[src/hdl/s3m_pkg.sv]
`default_nettype none

package s3m_pkg;

  localparam int MAX_WIDTH   = 1024;
  localparam int MAX_HEIGHT  = 1024;
  localparam int SAMPLE_BITS = 16;
  localparam int CFG_W       = 11;
  localparam int CFG_IDX_W   = 2;
  localparam int COL_W       = $clog2(MAX_WIDTH);
  localparam int ROW_W       = CFG_W;
  localparam int CSUM_W      = SAMPLE_BITS + 2;
  localparam int SUM_W       = SAMPLE_BITS + 4;
  localparam int RECIP_W     = 13;
  localparam int FRAC_BITS   = 16;
  localparam int PROD_W      = SUM_W + RECIP_W + 1;

  localparam logic [RECIP_W-1:0]     RECIP_NINE = RECIP_W'(7282);
  localparam logic [FRAC_BITS-1:0]   ROUND_HALF = FRAC_BITS'(32768);
  localparam logic [SAMPLE_BITS-1:0] SAMPLE_MAX = {SAMPLE_BITS{1'b1}};

  localparam logic [CFG_IDX_W-1:0] REG_GRID_WIDTH  = CFG_IDX_W'(0);
  localparam logic [CFG_IDX_W-1:0] REG_GRID_HEIGHT = CFG_IDX_W'(1);

  localparam logic [CFG_W-1:0] WIDTH_MIN   = CFG_W'(4);
  localparam logic [CFG_W-1:0] WIDTH_MAX   = CFG_W'(MAX_WIDTH);
  localparam logic [CFG_W-1:0] HEIGHT_MIN  = CFG_W'(3);
  localparam logic [CFG_W-1:0] HEIGHT_MAX  = CFG_W'(MAX_HEIGHT);
  localparam logic [CFG_W-1:0] RESET_SIZE  = CFG_W'(512);

  typedef struct packed {
    logic [SAMPLE_BITS-1:0] top;
    logic [SAMPLE_BITS-1:0] mid;
    logic [SAMPLE_BITS-1:0] bot;
  } col_t;

  typedef struct packed {
    logic has_result;
    logic border;
    logic last;
  } flags_t;

  function automatic logic [CFG_W-1:0] clamp_size(input logic [CFG_W-1:0] v,
                                                   input logic [CFG_W-1:0] lo,
                                                   input logic [CFG_W-1:0] hi);
    logic [CFG_W-1:0] r;
    r = v;
    if (v < lo) begin
      r = lo;
    end else if (v > hi) begin
      r = hi;
    end
    return r;
  endfunction

  function automatic logic [SAMPLE_BITS-1:0] mean_of_sum(input logic [SUM_W-1:0] s);
    logic [PROD_W-1:0] p;
    logic [PROD_W-FRAC_BITS-1:0] q;
    logic [SAMPLE_BITS-1:0] r;
    p = PROD_W'(s) * PROD_W'(RECIP_NINE) + PROD_W'(ROUND_HALF);
    q = p[PROD_W-1:FRAC_BITS];
    if (q > (PROD_W-FRAC_BITS)'(SAMPLE_MAX)) begin
      r = SAMPLE_MAX;
    end else begin
      r = q[SAMPLE_BITS-1:0];
    end
    return r;
  endfunction

endpackage

`default_nettype wire

[src/hdl/s3m_cell.sv]
`default_nettype none

module s3m_cell (
  input  wire logic                         clk,
  input  wire logic                         shift,
  input  wire s3m_pkg::col_t                din,
  output s3m_pkg::col_t                     dout,
  output logic [s3m_pkg::CSUM_W-1:0]        col_sum
);

  import s3m_pkg::*;

  always_ff @(posedge clk) begin
    if (shift) begin
      dout <= din;
    end
  end

  assign col_sum = CSUM_W'(dout.top) + CSUM_W'(dout.mid) + CSUM_W'(dout.bot);

endmodule

`default_nettype wire
[config.mk]
export PLATFORM = sky130hd
export DESIGN_NAME = s3m_cell
export DESIGN_NICKNAME = d
export VERILOG_FILES = /design/src/hdl/s3m_pkg.sv /design/src/hdl/s3m_cell.sv
export SDC_FILE = /design/constraint.sdc
export NUM_CORES = 1
export LEC_CHECK = 0
export ABC_AREA = 1
export BUFFER_PORTS_ARGS = -buffer_cell sky130_fd_sc_hd__buf_2
export CORE_ASPECT_RATIO = 0.7
export CORE_UTILIZATION = 52
export DETAILED_ROUTE_END_ITERATION = 16
export PLACE_DENSITY_LB_ADDON = 0.25
export RECOVER_POWER = 50
export REMOVE_ABC_BUFFERS = 1
export SYNTH_ARGS = -nofsm -noshare
export SYNTH_HDL_FRONTEND = slang
export SYNTH_SLANG_ARGS = --single-unit
[constraint.sdc]
create_clock -name clk -period 6.92 [get_ports clk]
set_input_delay 2.076 -clock clk [delete_from_list [all_inputs] [get_ports clk]]
set_output_delay 2.076 -clock clk [all_outputs]
set_load 0.02 [all_outputs]
==> results.md <==
Timing:
- The count of final hold-check violations is 0.
- Setup violations remaining at the end of the flow were counted as 0.
- The final-report max-slew violation count was 49.
- The final worst setup slack is 2.14 ns.
- For the pin with the worst max-slew slack, the measured transition is roughly 2.5 ns.
- Static timing analysis puts the maximum clock frequency at 0.209 GHz.
- The worst path in the final design needs a cycle of 4.78 ns, including I/O delays and setup.
- Measured against its own limit, the worst slew margin works out to -64.4%.
- The total negative slack for setup checks is 0 ns.
- Setup repair after global routing left no endpoint under its margin.
- The tightest hold path in the finished design has a slack of between 1.5 and 2 ns.
- The worst path uses 69.1% of the clock period.

Critical path:
- On the worst path, the slowest cell contributes a delay of 0.50 ns.
- The most repeated library cell on the critical path is nand2_1.
- The type of the setup path with the least slack is register to output port.
- Broken down by cell family, the worst path's largest delay share belongs to adder cells.
- The critical path endpoint category is an output port.
- The buffers plus inverters on the worst setup path is 1.
- The signal on the critical path passes through fa_1 > ha_1 > fa_1 > nand2_1 > nand2_1 > and2_1 > nand3_1 > nand3_2 > nand2_1 > nand2_1 > buf_2.
- The most critical setup path has its startpoint at dout[1].
- Among all stages on the critical path, the largest delay is contributed by fa_1.
- The largest fanout on the critical path is 3.
- For the worst setup path, the data required time is 4.84 ns.
- The worst setup path is launched from a register.
- The data arrival time at the worst-slack endpoint is 2.71 ns.

Logic synthesis:
- After synthesis the cells add up to 2740 um2.
- After synthesis, the mean cell area works out to 10.6 um2.
- Counting flops and latches in the post-synthesis netlist gives 48.
- During synthesis, Yosys emitted a total of 0 warnings.
- The distinct cell type count of the synthesized netlist is 18.
- The register area share after synthesis is between 50% and 60%.
- Counting every instance in the synthesized netlist gives roughly 260.

Placement:
- The placed instance count is 443.
- During placement, the flow inserted port buffers numbering about 120.
- At the end of routability-driven placement, the weighted congestion stood at 0.802.
- The cell area after placement is roughly 3400 um2.
- The estimated wirelength of the detail-placed design is 4410 um.
- The worst setup slack before clock tree synthesis is 2.46 ns.

Power:
- The total power density per cell area is between 300 and 400 nW/um2.
- The total power is 1.06 mW.
- The analysis attributes to cell leakage a power of 1.77 nW.
- The worst-case vdd ir drop is 163 uV.

CTS:
- The clock-pin slew reported for the worst setup and hold paths after clock tree synthesis is around 0.09 ns.
- TritonCTS built the clock tree.
- The number of levels in the clock H-tree is 2.
- Post-CTS timing repair inserted 0 buffers for setup.
- The post-cts gate resize count is 0.
- The total clock buffers created by CTS is 5.
- The number of buffers added to fix hold violations after cts is 0.
- Counting every sink on the clock net gives 48.
- The tree is rooted in a clkbuf_8.
- The maximum clock insertion buffer count is 2.

Global route:
- The wire length of the first global-routing pass is 8570 um.
- The number of global-route vias before repair is 2016.
- Entering global routing, the biggest net connects 49 pins.
- In the global route stage, overall resource usage came out at 20.7%.
- The number of antenna violations at the first check in global routing is 0.
- For this run the aggregate overflow at the end of global routing stands at 0.

Final layout:
- The top cell types in the final layout, fill and taps aside, are buf_2 (101), nand2_1 (82), inv_1 (48), edfxtp_1 (48), fa_1 (17).
- For this run, the post-layout net count is 463.
- Summing all non-filler instances in the final layout gives an area of 3490 um2.
- More flip-flops sit in one register than any other, and that register is dout.
- The count of non-filler cells in the finished layout is 451.
- The largest registers in the layout are dout: 48 flops.
- The growth of design area from synthesis to finish is 27.4%.
- The most frequent standard cell in the layout excluding fill and tap cells is buf_2.
- Cells fill a little under three quarters of the core in the end.
- The register with the most flip-flops in the layout has 48 of them.
- The post-route netlist has a little under a third of its cells at a drive strength greater than 1.
- After filler insertion, the fill cell instance count of the layout stands at 401.
- The number of antenna diodes in the final layout is 0.

Route:
- The detailed router's first-iteration violation count is 112.
- The number of remaining DRC errors is 0.
- Before antenna repair, the detailed router went through 4 iterations.
- The wire length after detailed routing is 5330 um.
- The remaining antenna violation count is 0.
- In the final routed layout, each cell accounts on average for 11.8 um.
- The via total after detailed routing is 2123.
- Using the TritonRoute via totals, the vias-per-cell ratio works out to 4.71.

Outcome:
- The checks that failed: max-capacitance violations, max-slew violations.
- The flow ran to the end, but the final reports show violations.

Die:
- The placeable core area is roughly 4900 um2.
- The initial standard-cell utilization of the core is 55.8%.
- In this run the core area contains 21 standard-cell rows.
- The floorplan step set the die width to 88.8 um.
- The floorplan die height is between 60 and 70 um.
- The I/O pin count is 116.
- The die covers ~5600 um2.

Flow run:
- Max-cap violations in this run came to 1.

Worst hold path:
- The startpoint identified for the worst hold timing path is din[21].
- The number of instances on the worst hold path is 1.
- In this run the worst hold path is classified as input pin to register.
- The worst hold path endpoint is dout[21].
[worst max-delay path by stage]
stage | slack (ns) | cells past startpoint | end
final | 2.14 | 11 | col_sum[13]
after global routing | 1.97 | 11 | col_sum[17]
after global placement | 2.54 | 11 | col_sum[17]
after CTS | 2.12 | 11 | col_sum[13]
after floorplan | 2.50 | 9 | col_sum[9]
after detailed placement | 2.46 | 11 | col_sum[13]
[area by class of cell]
type,count,area [um2],share of cell area [%]
sequential,48,1440,41.2
multi-input combinational,162,1120,32.0
timing repair buffer,115,558,16.0
inverter,49,184,5.26
tap,69,86.3,2.47
clock buffer,6,72.6,2.08
clock inverter,2,35.0,1.00
[power breakdown]
group	total [mW]	switching [mW]	internal [mW]	leakage, nW
Clock	0.194	0.0866	0.107	0.0552
Combinational	0.502	0.328	0.174	1.25
Sequential	0.364	0.0162	0.347	0.470
[cells by family (layout without fill, tap and decap cells)]
logic type / Yosys count / after routing / share of synthesized area [%]
flip-flops: 48 / 48 / 52.6
buffers and inverters: 49 / 172 / 6.71
XOR/XNOR: 7 / 7 / 2.24
AO/OA/AOI/OAI: 7 / 7 / 1.28
AND/OR/NAND/NOR: 116 / 116 / 18.0
adder cells (fa/ha/maj): 32 / 32 / 19.3
[Yosys cell counts, drive strengths merged]
master	count	share of area (%)
nor3	3	0.91
nand2	87	12
nor2	12	1.6
or2	1	0.23
nand3b	2	0.55
edfxtp	48	53
fa	17	12
ha	15	6.8
nand3	9	1.8
inv	49	6.7
a21oi	7	1.3
nand4	1	0.23
and2	1	0.23
xor2	7	2.2
[layer usage]
layer | GRT usage (%) | routed length [um] | part of all wire (%)
met5 | 0 | 0 | 0
met4 | 6.25 | 79 | 1.5
met3 | 7.53 | 522 | 9.8
met2 | 33.4 | 2350 | 44
met1 | 26.2 | 2380 | 45
No activity file was read; power rests on OpenSTA's default activity.
